===== src/hdl/kfes_pkg.sv =====
// shared types and codes for the keyframe easing sampler
`timescale 1ns / 1ps
package kfes_pkg;

    localparam logic [1:0] MODE_LOAD = 2'd0;
    localparam logic [1:0] MODE_TICK = 2'd1;
    localparam logic [1:0] MODE_PLAY = 2'd2;
    localparam logic [1:0] MODE_STOP = 2'd3;

    localparam logic [2:0] EASE_LINEAR = 3'd0;
    localparam logic [2:0] EASE_IN     = 3'd1;
    localparam logic [2:0] EASE_OUT    = 3'd2;
    localparam logic [2:0] EASE_INOUT  = 3'd3;
    localparam logic [2:0] EASE_STRONG = 3'd4;

    localparam logic [1:0] REG_CLIP_DURATION  = 2'd0;
    localparam logic [1:0] REG_LOOP_LIMIT     = 2'd1;
    localparam logic [1:0] REG_KEYFRAME_COUNT = 2'd2;

    typedef struct packed {
        logic [2:0]  easing;
        logic [15:0] value;
        logic [15:0] ktime;
    } key_entry_t;

    typedef struct packed {
        logic        start;
        logic [31:0] dividend;
        logic [15:0] divisor;
    } div_req_t;

    typedef struct packed {
        logic        busy;
        logic        done;
        logic [31:0] quotient;
        logic [15:0] remainder;
    } div_rsp_t;

endpackage


===== src/hdl/kfes_div.sv =====
// shared restoring divider, one quotient bit per cycle
`timescale 1ns / 1ps
module kfes_div (
    input  logic              clk,
    input  logic              rst_n,
    input  kfes_pkg::div_req_t req,
    output kfes_pkg::div_rsp_t rsp
);
    import kfes_pkg::*;

    logic [5:0]  cnt_reg;
    logic        busy_reg;
    logic        done_reg;
    logic [31:0] quo_reg;
    logic [15:0] rem_reg;
    logic [15:0] dvs_reg;
    logic [16:0] trial;
    logic        fits;

    assign trial = {rem_reg, quo_reg[31]};
    assign fits  = trial >= {1'b0, dvs_reg};

    always_ff @(posedge clk or negedge rst_n)
    begin
        if (!rst_n)
        begin
            busy_reg <= 1'b0;
            done_reg <= 1'b0;
            cnt_reg  <= '0;
        end
        else
        begin
            done_reg <= 1'b0;
            if (req.start)
            begin
                busy_reg <= 1'b1;
                cnt_reg  <= '0;
            end
            else if (busy_reg)
            begin
                cnt_reg <= cnt_reg + 6'd1;
                if (cnt_reg == 6'd31)
                begin
                    busy_reg <= 1'b0;
                    done_reg <= 1'b1;
                end
            end
        end
    end

    always_ff @(posedge clk)
    begin
        if (req.start)
        begin
            quo_reg <= req.dividend;
            rem_reg <= '0;
            dvs_reg <= req.divisor;
        end
        else if (busy_reg)
        begin
            rem_reg <= fits ? 16'(trial - {1'b0, dvs_reg}) : trial[15:0];
            quo_reg <= {quo_reg[30:0], fits};
        end
    end

    assign rsp.busy      = busy_reg;
    assign rsp.done      = done_reg;
    assign rsp.quotient  = quo_reg;
    assign rsp.remainder = rem_reg;

endmodule


===== src/hdl/keyframe_easing_sampler_unit.sv =====
// keyframe easing sampler top level
// One item is taken at a time. A load item, a stop item or a tick while stopped puts its
// result in the output register at the edge that takes it. A sampling item (play, hold,
// tick) first waits on the shared divider when a tick wraps the clip, then starts and
// reads the first keyframe (done here when the time is at or before it, or with one key),
// then reads the last keyframe (done here when the time is at or after it), then scans
// the keyframes one at a time, up to keyframe_count - 1 of them. The segment position
// waits on the divider, easing squares once (in, out, in-out) or twice (strong out) or
// not at all (linear), and the blend multiplies and then rounds and adds.
// The longest item is a wrapping tick with 16 keys and strong out easing; the divider and
// the keyframe scan take most of its time. The result sits in an output register; the
// next item is taken once it has been delivered.
`timescale 1ns / 1ps
module keyframe_easing_sampler_unit #(
    parameter int MAX_KEYS = 16
) (
    input  logic        clk,
    input  logic        rst_n,
    // key_index[3:0] key_time[19:4] key_value[35:20] key_easing[38:36]
    // delta_ticks[54:39] hold[55]
    input  logic [55:0] s_tdata,
    // mode[1:0]
    input  logic [1:0]  s_tuser,
    input  logic        s_tvalid,
    output logic        s_tready,
    // sample_value[15:0] applied[16] playing[17] finished[18]
    output logic [23:0] m_tdata,
    output logic        m_tvalid,
    input  logic        m_tready,
    input  logic        cfg_we,
    input  logic [1:0]  cfg_addr,
    input  logic [15:0] cfg_wdata
);
    import kfes_pkg::*;

    localparam int IDXW = (MAX_KEYS > 1) ? $clog2(MAX_KEYS) : 1;
    localparam int CNTW = $clog2(MAX_KEYS + 1);

    localparam logic [3:0] S_IDLE  = 4'd0;
    localparam logic [3:0] S_CDIV  = 4'd1;
    localparam logic [3:0] S_START = 4'd2;
    localparam logic [3:0] S_RD0   = 4'd3;
    localparam logic [3:0] S_RDL   = 4'd4;
    localparam logic [3:0] S_SCAN  = 4'd5;
    localparam logic [3:0] S_UDIV  = 4'd6;
    localparam logic [3:0] S_EMUL  = 4'd7;
    localparam logic [3:0] S_EPOST = 4'd8;
    localparam logic [3:0] S_BMUL  = 4'd9;
    localparam logic [3:0] S_BFIN  = 4'd10;

    // input fields
    logic [1:0]  mode;
    logic [3:0]  key_index;
    logic [15:0] key_time;
    logic [15:0] key_value;
    logic [2:0]  key_easing;
    logic [15:0] delta_ticks;
    logic        hold;

    assign mode        = s_tuser;
    assign key_index   = s_tdata[3:0];
    assign key_time    = s_tdata[19:4];
    assign key_value   = s_tdata[35:20];
    assign key_easing  = s_tdata[38:36];
    assign delta_ticks = s_tdata[54:39];
    assign hold        = s_tdata[55];

    // configuration
    logic [15:0] clip_duration_reg;
    logic [15:0] loop_limit_reg;
    logic [4:0]  keyframe_count_reg;

    // control state
    logic [3:0]      state_reg;
    logic            active_reg;
    logic [16:0]     clip_time_reg;
    logic [15:0]     loops_done_reg;
    logic            fin_reg;
    logic            phase_reg;
    logic [CNTW-1:0] idx_reg;
    logic [CNTW-1:0] n_reg;
    logic            out_valid_reg;

    // datapath
    logic [16:0] smp_t_reg;
    logic [16:0] tt_reg;
    key_entry_t  prev_reg;
    logic [15:0] v1_reg;
    logic [15:0] vlast_reg;
    logic [16:0] u_reg;
    logic [16:0] v_reg;
    logic [16:0] e_reg;
    logic [33:0] prod_reg;
    logic signed [34:0] bprod_reg;
    logic [15:0] out_val_reg;
    logic        out_app_reg;
    logic        out_play_reg;
    logic        out_fin_reg;

    // keyframe memory
    key_entry_t key_mem [MAX_KEYS];
    key_entry_t rd_data;
    logic [IDXW-1:0] rd_addr;
    logic            mem_we;

    div_req_t div_req;
    div_rsp_t div_rsp;

    logic        s_acc;
    logic [16:0] t_sum;
    logic [17:0] loops_sum;
    logic [15:0] r_left;
    logic [16:0] mul_x;
    logic [16:0] sq16;
    logic [2:0]  ecode;
    logic [16:0] diff;
    logic signed [34:0] bround;
    logic [CNTW-1:0] n_next;
    logic [16:0] dur17;

    assign s_tready = (state_reg == S_IDLE) && !out_valid_reg;
    assign s_acc    = s_tvalid && s_tready;
    assign mem_we   = s_acc && (mode == MODE_LOAD) && (int'(key_index) < MAX_KEYS);
    assign dur17    = {1'b0, clip_duration_reg};
    assign t_sum    = clip_time_reg + {1'b0, delta_ticks};
    assign loops_sum = {2'b0, loops_done_reg} + {1'b0, div_rsp.quotient[16:0]};
    assign r_left   = ({1'b0, loops_done_reg} + 17'd1 >= {1'b0, loop_limit_reg}) ? 16'd0
                      : 16'(loop_limit_reg - 16'd1 - loops_done_reg);
    assign n_next   = (int'(keyframe_count_reg) > MAX_KEYS) ? CNTW'(MAX_KEYS)
                      : CNTW'(keyframe_count_reg);
    assign ecode    = prev_reg.easing;
    assign sq16     = 17'((prod_reg + 34'd32768) >> 16);
    assign diff     = {v1_reg[15], v1_reg} - {prev_reg.value[15], prev_reg.value};
    assign bround   = (bprod_reg + 35'sd32768) >>> 16;

    always_comb
    begin
        case (ecode)
            EASE_IN:     mul_x = u_reg;
            EASE_OUT:    mul_x = 17'd65536 - u_reg;
            EASE_INOUT:  mul_x = (u_reg < 17'd32768) ? u_reg
                                 : 17'(18'd131072 - {u_reg, 1'b0});
            EASE_STRONG: mul_x = phase_reg ? v_reg : 17'd65536 - u_reg;
            default:     mul_x = u_reg;
        endcase
    end

    always_comb
    begin
        case (state_reg)
            S_START: rd_addr = '0;
            S_RD0:   rd_addr = IDXW'(n_reg - 1'b1);
            S_RDL:   rd_addr = IDXW'(1);
            S_SCAN:  rd_addr = IDXW'(idx_reg + 1'b1);
            default: rd_addr = '0;
        endcase
    end

    always_ff @(posedge clk)
    begin
        if (mem_we)
        begin
            key_mem[IDXW'(key_index)] <= '{easing: key_easing, value: key_value,
                                           ktime: key_time};
        end
        rd_data <= key_mem[rd_addr];
    end

    always_comb
    begin
        div_req = '0;
        if (state_reg == S_IDLE && s_acc && mode == MODE_TICK && active_reg && !hold
            && clip_duration_reg != 16'd0 && t_sum >= dur17)
        begin
            div_req.start    = 1'b1;
            div_req.dividend = {15'd0, t_sum};
            div_req.divisor  = clip_duration_reg;
        end
        else if (state_reg == S_SCAN && tt_reg >= {1'b0, prev_reg.ktime}
                 && tt_reg <= {1'b0, rd_data.ktime})
        begin
            div_req.start    = 1'b1;
            div_req.dividend = {16'(tt_reg[15:0] - prev_reg.ktime), 16'd0};
            div_req.divisor  = (rd_data.ktime > prev_reg.ktime)
                               ? 16'(rd_data.ktime - prev_reg.ktime) : 16'd1;
        end
    end

    kfes_div u_div (
        .clk   (clk),
        .rst_n (rst_n),
        .req   (div_req),
        .rsp   (div_rsp)
    );

    // control
    always_ff @(posedge clk or negedge rst_n)
    begin
        if (!rst_n)
        begin
            state_reg          <= S_IDLE;
            active_reg         <= 1'b0;
            clip_time_reg      <= '0;
            loops_done_reg     <= '0;
            fin_reg            <= 1'b0;
            phase_reg          <= 1'b0;
            idx_reg            <= '0;
            n_reg              <= '0;
            out_valid_reg      <= 1'b0;
            clip_duration_reg  <= '0;
            loop_limit_reg     <= '0;
            keyframe_count_reg <= '0;
        end
        else
        begin
            if (cfg_we)
            begin
                case (cfg_addr)
                    REG_CLIP_DURATION:  clip_duration_reg  <= cfg_wdata;
                    REG_LOOP_LIMIT:     loop_limit_reg     <= cfg_wdata;
                    REG_KEYFRAME_COUNT: keyframe_count_reg <= cfg_wdata[4:0];
                    default:            ;
                endcase
            end
            if (out_valid_reg && m_tready)
            begin
                out_valid_reg <= 1'b0;
            end
            case (state_reg)
                S_IDLE:
                begin
                    if (s_acc)
                    begin
                        fin_reg <= 1'b0;
                        case (mode)
                            MODE_PLAY:
                            begin
                                clip_time_reg  <= '0;
                                loops_done_reg <= '0;
                                active_reg     <= 1'b1;
                                state_reg      <= S_START;
                            end
                            MODE_STOP:
                            begin
                                active_reg    <= 1'b0;
                                out_valid_reg <= 1'b1;
                            end
                            MODE_TICK:
                            begin
                                if (!active_reg)
                                begin
                                    out_valid_reg <= 1'b1;
                                end
                                else if (hold)
                                begin
                                    state_reg <= S_START;
                                end
                                else if (clip_duration_reg == 16'd0)
                                begin
                                    active_reg <= 1'b0;
                                    fin_reg    <= 1'b1;
                                    state_reg  <= S_START;
                                end
                                else if (t_sum >= dur17)
                                begin
                                    state_reg <= S_CDIV;
                                end
                                else
                                begin
                                    clip_time_reg <= t_sum;
                                    state_reg     <= S_START;
                                end
                            end
                            default:
                            begin
                                out_valid_reg <= 1'b1;
                            end
                        endcase
                    end
                end
                S_CDIV:
                begin
                    if (div_rsp.done)
                    begin
                        state_reg <= S_START;
                        if (loop_limit_reg == 16'd0)
                        begin
                            loops_done_reg <= (loops_sum > 18'd65535) ? 16'hFFFF
                                              : loops_sum[15:0];
                            clip_time_reg  <= {1'b0, div_rsp.remainder};
                        end
                        else if (div_rsp.quotient[16:0] > {1'b0, r_left})
                        begin
                            loops_done_reg <= loops_done_reg + r_left;
                            clip_time_reg  <= dur17;
                            fin_reg        <= 1'b1;
                            active_reg     <= 1'b0;
                        end
                        else
                        begin
                            loops_done_reg <= loops_sum[15:0];
                            clip_time_reg  <= {1'b0, div_rsp.remainder};
                        end
                    end
                end
                S_START:
                begin
                    n_reg <= n_next;
                    if (n_next == '0)
                    begin
                        out_valid_reg <= 1'b1;
                        state_reg     <= S_IDLE;
                    end
                    else
                    begin
                        state_reg <= S_RD0;
                    end
                end
                S_RD0:
                begin
                    if (n_reg == CNTW'(1) || tt_reg <= {1'b0, rd_data.ktime})
                    begin
                        out_valid_reg <= 1'b1;
                        state_reg     <= S_IDLE;
                    end
                    else
                    begin
                        state_reg <= S_RDL;
                    end
                end
                S_RDL:
                begin
                    if (tt_reg >= {1'b0, rd_data.ktime})
                    begin
                        out_valid_reg <= 1'b1;
                        state_reg     <= S_IDLE;
                    end
                    else
                    begin
                        idx_reg   <= CNTW'(1);
                        state_reg <= S_SCAN;
                    end
                end
                S_SCAN:
                begin
                    if (div_req.start)
                    begin
                        state_reg <= S_UDIV;
                    end
                    else if (idx_reg + 1'b1 < n_reg)
                    begin
                        idx_reg <= idx_reg + 1'b1;
                    end
                    else
                    begin
                        out_valid_reg <= 1'b1;
                        state_reg     <= S_IDLE;
                    end
                end
                S_UDIV:
                begin
                    phase_reg <= 1'b0;
                    if (div_rsp.done)
                    begin
                        if (ecode inside {EASE_IN, EASE_OUT, EASE_INOUT, EASE_STRONG})
                        begin
                            state_reg <= S_EMUL;
                        end
                        else
                        begin
                            state_reg <= S_BMUL;
                        end
                    end
                end
                S_EMUL:
                begin
                    state_reg <= S_EPOST;
                end
                S_EPOST:
                begin
                    if (ecode == EASE_STRONG && !phase_reg)
                    begin
                        phase_reg <= 1'b1;
                        state_reg <= S_EMUL;
                    end
                    else
                    begin
                        state_reg <= S_BMUL;
                    end
                end
                S_BMUL:
                begin
                    state_reg <= S_BFIN;
                end
                S_BFIN:
                begin
                    out_valid_reg <= 1'b1;
                    state_reg     <= S_IDLE;
                end
                default:
                begin
                    state_reg <= S_IDLE;
                end
            endcase
        end
    end

    // datapath
    always_ff @(posedge clk)
    begin
        case (state_reg)
            S_IDLE:
            begin
                if (s_acc)
                begin
                    out_app_reg <= 1'b0;
                    out_val_reg <= '0;
                    if (mode == MODE_PLAY || clip_duration_reg == 16'd0)
                    begin
                        smp_t_reg <= '0;
                    end
                    else if (hold || t_sum >= dur17)
                    begin
                        smp_t_reg <= clip_time_reg;
                    end
                    else
                    begin
                        smp_t_reg <= t_sum;
                    end
                    out_play_reg <= (mode == MODE_PLAY) ? 1'b1
                                    : (mode == MODE_STOP) ? 1'b0 : active_reg;
                    out_fin_reg  <= 1'b0;
                end
            end
            S_CDIV:
            begin
                if (div_rsp.done)
                begin
                    if (loop_limit_reg != 16'd0
                        && div_rsp.quotient[16:0] > {1'b0, r_left})
                    begin
                        smp_t_reg <= dur17;
                    end
                    else
                    begin
                        smp_t_reg <= {1'b0, div_rsp.remainder};
                    end
                end
            end
            S_START:
            begin
                tt_reg       <= (smp_t_reg > dur17) ? dur17 : smp_t_reg;
                out_play_reg <= active_reg;
                out_fin_reg  <= fin_reg;
                out_app_reg  <= (n_next != '0);
                out_val_reg  <= '0;
            end
            S_RD0:
            begin
                prev_reg    <= rd_data;
                out_val_reg <= rd_data.value;
            end
            S_RDL:
            begin
                vlast_reg   <= rd_data.value;
                out_val_reg <= rd_data.value;
            end
            S_SCAN:
            begin
                if (div_req.start)
                begin
                    v1_reg <= rd_data.value;
                end
                else
                begin
                    prev_reg    <= rd_data;
                    out_val_reg <= vlast_reg;
                end
            end
            S_UDIV:
            begin
                u_reg <= (div_rsp.quotient > 32'd65536) ? 17'd65536
                         : div_rsp.quotient[16:0];
                e_reg <= (div_rsp.quotient > 32'd65536) ? 17'd65536
                         : div_rsp.quotient[16:0];
            end
            S_EMUL:
            begin
                prod_reg <= {17'd0, mul_x} * {17'd0, mul_x};
            end
            S_EPOST:
            begin
                case (ecode)
                    EASE_IN:     e_reg <= sq16;
                    EASE_OUT:    e_reg <= 17'd65536 - sq16;
                    EASE_INOUT:
                    begin
                        if (u_reg < 17'd32768)
                        begin
                            e_reg <= 17'((prod_reg + 34'd16384) >> 15);
                        end
                        else
                        begin
                            e_reg <= 17'd65536 - 17'((prod_reg + 34'd65536) >> 17);
                        end
                    end
                    EASE_STRONG:
                    begin
                        v_reg <= sq16;
                        e_reg <= 17'd65536 - sq16;
                    end
                    default:     e_reg <= u_reg;
                endcase
            end
            S_BMUL:
            begin
                bprod_reg <= $signed(diff) * $signed({1'b0, e_reg});
            end
            S_BFIN:
            begin
                out_val_reg <= 16'(prev_reg.value + bround[15:0]);
            end
            default:
            begin
                out_val_reg <= out_val_reg;
            end
        endcase
    end

    assign m_tvalid = out_valid_reg;
    assign m_tdata  = {5'd0, out_fin_reg, out_play_reg, out_app_reg, out_val_reg};

    a_fin_not_playing: assert property (@(posedge clk) disable iff (!rst_n)
        (out_valid_reg && out_fin_reg) |-> !out_play_reg)
        else $error("finished result still reports playing");

    a_unapplied_zero: assert property (@(posedge clk) disable iff (!rst_n)
        (out_valid_reg && !out_app_reg) |-> (out_val_reg == 16'd0))
        else $error("unapplied result carries a value");

    a_div_free: assert property (@(posedge clk) disable iff (!rst_n)
        div_req.start |-> !div_rsp.busy)
        else $error("divider started while busy");

    a_item_progress: assert property (@(posedge clk) disable iff (!rst_n)
        s_acc |=> (state_reg != S_IDLE || out_valid_reg))
        else $error("accepted item left no work and no result");

endmodule

===== config.mk =====
export PLATFORM = sky130hd
export DESIGN_NAME = keyframe_easing_sampler_unit
export DESIGN_NICKNAME = d
export VERILOG_FILES = /design/src/hdl/kfes_pkg.sv /design/src/hdl/kfes_div.sv /design/src/hdl/keyframe_easing_sampler_unit.sv
export SDC_FILE = /design/constraint.sdc
export NUM_CORES = 2
export LEC_CHECK = 0
export BUFFER_PORTS_ARGS = -buffer_cell sky130_fd_sc_hd__buf_2
export CAP_MARGIN = 20
export CORE_MARGIN = 8
export CORE_UTILIZATION = 45
export CTS_BUF_LIST = sky130_fd_sc_hd__clkbuf_2
export DETAILED_ROUTE_END_ITERATION = 10
export PLACE_DENSITY_LB_ADDON = 0.15
export SYNTH_ARGS = -nofsm -noshare
export SYNTH_HDL_FRONTEND = slang
export SYNTH_HIERARCHICAL = 1
export SYNTH_SLANG_ARGS = --single-unit

===== constraint.sdc =====
create_clock -name clk -period 9.3 [get_ports clk]
set_input_delay 1.395 -clock clk [delete_from_list [all_inputs] [get_ports clk]]
set_output_delay 1.395 -clock clk [all_outputs]
set_load 0.05 [all_outputs]

==> run summary <==
CP required: 10.63 ns
1st-pass router iterations: 8
R2R Setup Slk: 0.54 ns
hold endpoint: key_mem[2][16]
max FFs per register: 560
Port Buffers: 101
Longest Clk Path Bufs: 3
vias in the first global route: 47700
CP Capture Type: register
cells after synthesis: 5822
Die H: 400 um
DR vias: 45600
CP max-delay cell: fa_1
Die ar.: 160000 um2
Slew HR: 0.273
starting density of the core: 0.451
Max Clk Rate: 0.114 GHz
R2R Path Start: prev_reg[16]
cts bufs inserted: 241
grt met3 use: 0.0431
DP Wirelength: 129000 um
core area: 147000 um2
DR iter-0 viols: 3428
clk sinks: 963
Final Hold Viols: 0
MaxCap Viol Count: 0
Syn Area/Cell: 11.4 um2
YS warnings: 6
R2R cell count: 30
nets: 7062
gr ovfl total: 0
post-DR vias/cell: 5.54
worst r2r dst: bprod_reg[31]
Slew @ Worst Pin: 1.09 ns
unrepaired setup endpoints after global routing: false
critical path's most frequent cell: fa_1
CP max FO: 17
I/O Pins: 107
chip width: 400 um
H-tree depth: 4
Final Critical Period: 8.76 ns
routing usage on met2: 0.371
Hold Path Class: input port to register
GRT Max-Usage Layer: met2
largest reg by FF count: key_mem
Slew Viols, Final: 0
Clock Latency Late Sink: 1.65 ns
CTS clk-pin slew, worst paths: 0.10 ns
Hold Startpoint: s_tdata[3]
total routed wirelength: 183000 um
crit path launch type: register
CP Class: register to register
Worst path max stage delay: 0.55 ns
CTS tree: built
GP Congestion: 0.936
Arrival @ worst endpoint: 10.09 ns
status: finished clean
global-route wire length before repair: 285000 um
Area growth, synth to finish: 8.85%
DRC viols: 0
fin crit share: 0.942
Post-Syn Area: 66400 um2
largest net degree at the start of global routing: 89
Site Rows: 141
Clock Tree Root: clkbuf_2
Top Registers: key_mem x560, rd_data x35
routed wire length per instance: 22.2 um
final setup TNS: 0 ns
ANT nets after route: 0
Hold Path Depth: 2
antenna violations before repair: 20
skew final: 0.109 ns
ratio of cells with drive above 1 in the final layout: 0.141
gr usage total: 0.226
met1 usage: 0.309
Final setup viols: 0
## final cells by class
type,instances,area (um2)
repair buffers,260,1880
clock inverters,92,509
flip-flops and latches,963,27900
inverters,791,2970
well taps,1930,2410
clock buffers,347,1740
diodes,10,25.0
fillers,13600,74800
multi-input cells,3852,34800
## per-stage QoR
step / utilization / hold WS (ns) / cells / setup WS (ns) / instance area [um2]
after floorplan: - / 0.386 / 5827 / 0.929 / 66400
after global placement: 0.472 / 0.389 / 7738 / 0.277 / 69400
after detailed placement: 0.472 / 0.404 / 7738 / 0.188 / 69400
after CTS: 0.491 / 0.00352 / 8232 / 0.0911 / 72200
after global routing: 0.491 / 0.0399 / 8243 / 0.0163 / 72300
final: 0.491 / 0.253 / 8245 / 0.539 / 72300
## routing by layer
metal | part of all wire | vias to the layer above
li1 | - | 21000
met1 | 0.45 | 23000
met2 | 0.47 | 1301
met3 | 0.059 | 276
met4 | 0.023 | 14
met5 | 0.00046 | -
## worst max-delay path: cells and delay by family, from the launching register on
| family | cells | cell delay (ns) |
|---|---|---|
| simple gates | 7 | 1.62 |
| fa+ha+maj | 9 | 3.76 |
| xor+xnor | 1 | 0.40 |
| buf+inv | 3 | 0.28 |
| flops | 1 | 0.41 |
| compound gates | 10 | 2.00 |
## how the worst max path moves through the flow
stage | from | endpoint
after floorplan | prev_reg[18] | bprod_reg[31]
after global placement | v1_reg[0] | bprod_reg[31]
after detailed placement | prev_reg[16] | bprod_reg[31]
after CTS | prev_reg[16] | bprod_reg[31]
after global routing | prev_reg[16] | bprod_reg[31]
final | prev_reg[16] | bprod_reg[31]
## placed cells by master (no fill, tap or decap), drive strengths merged, types with 62 or more instances in the layout
cell type	instances
a211oi	62
a21oi	202
and2	192
buf	205
clkbuf	347
clkinv	86
dfrtp	96
edfxtp	816
fa	421
ha	451
inv	795
mux2	75
mux4	140
nand2	530
nand3	97
nor2	324
nor2b	76
nor3	81
o21ai	173
xnor2	196
xor2	89
## what timing repair did
action | 4_1_cts | 5_1_grt
buffers inserted | 0 | 1
endpoints found under the setup margin | 0 | 4
gates resized for setup | 0 | 7
hold endpoints to repair | 630 | 0
hold buffers | 55 | 0
Power is left out: the tool's default activity adds up to more than one toggle a clock period on the data nets, which glitch-free logic cannot reach.
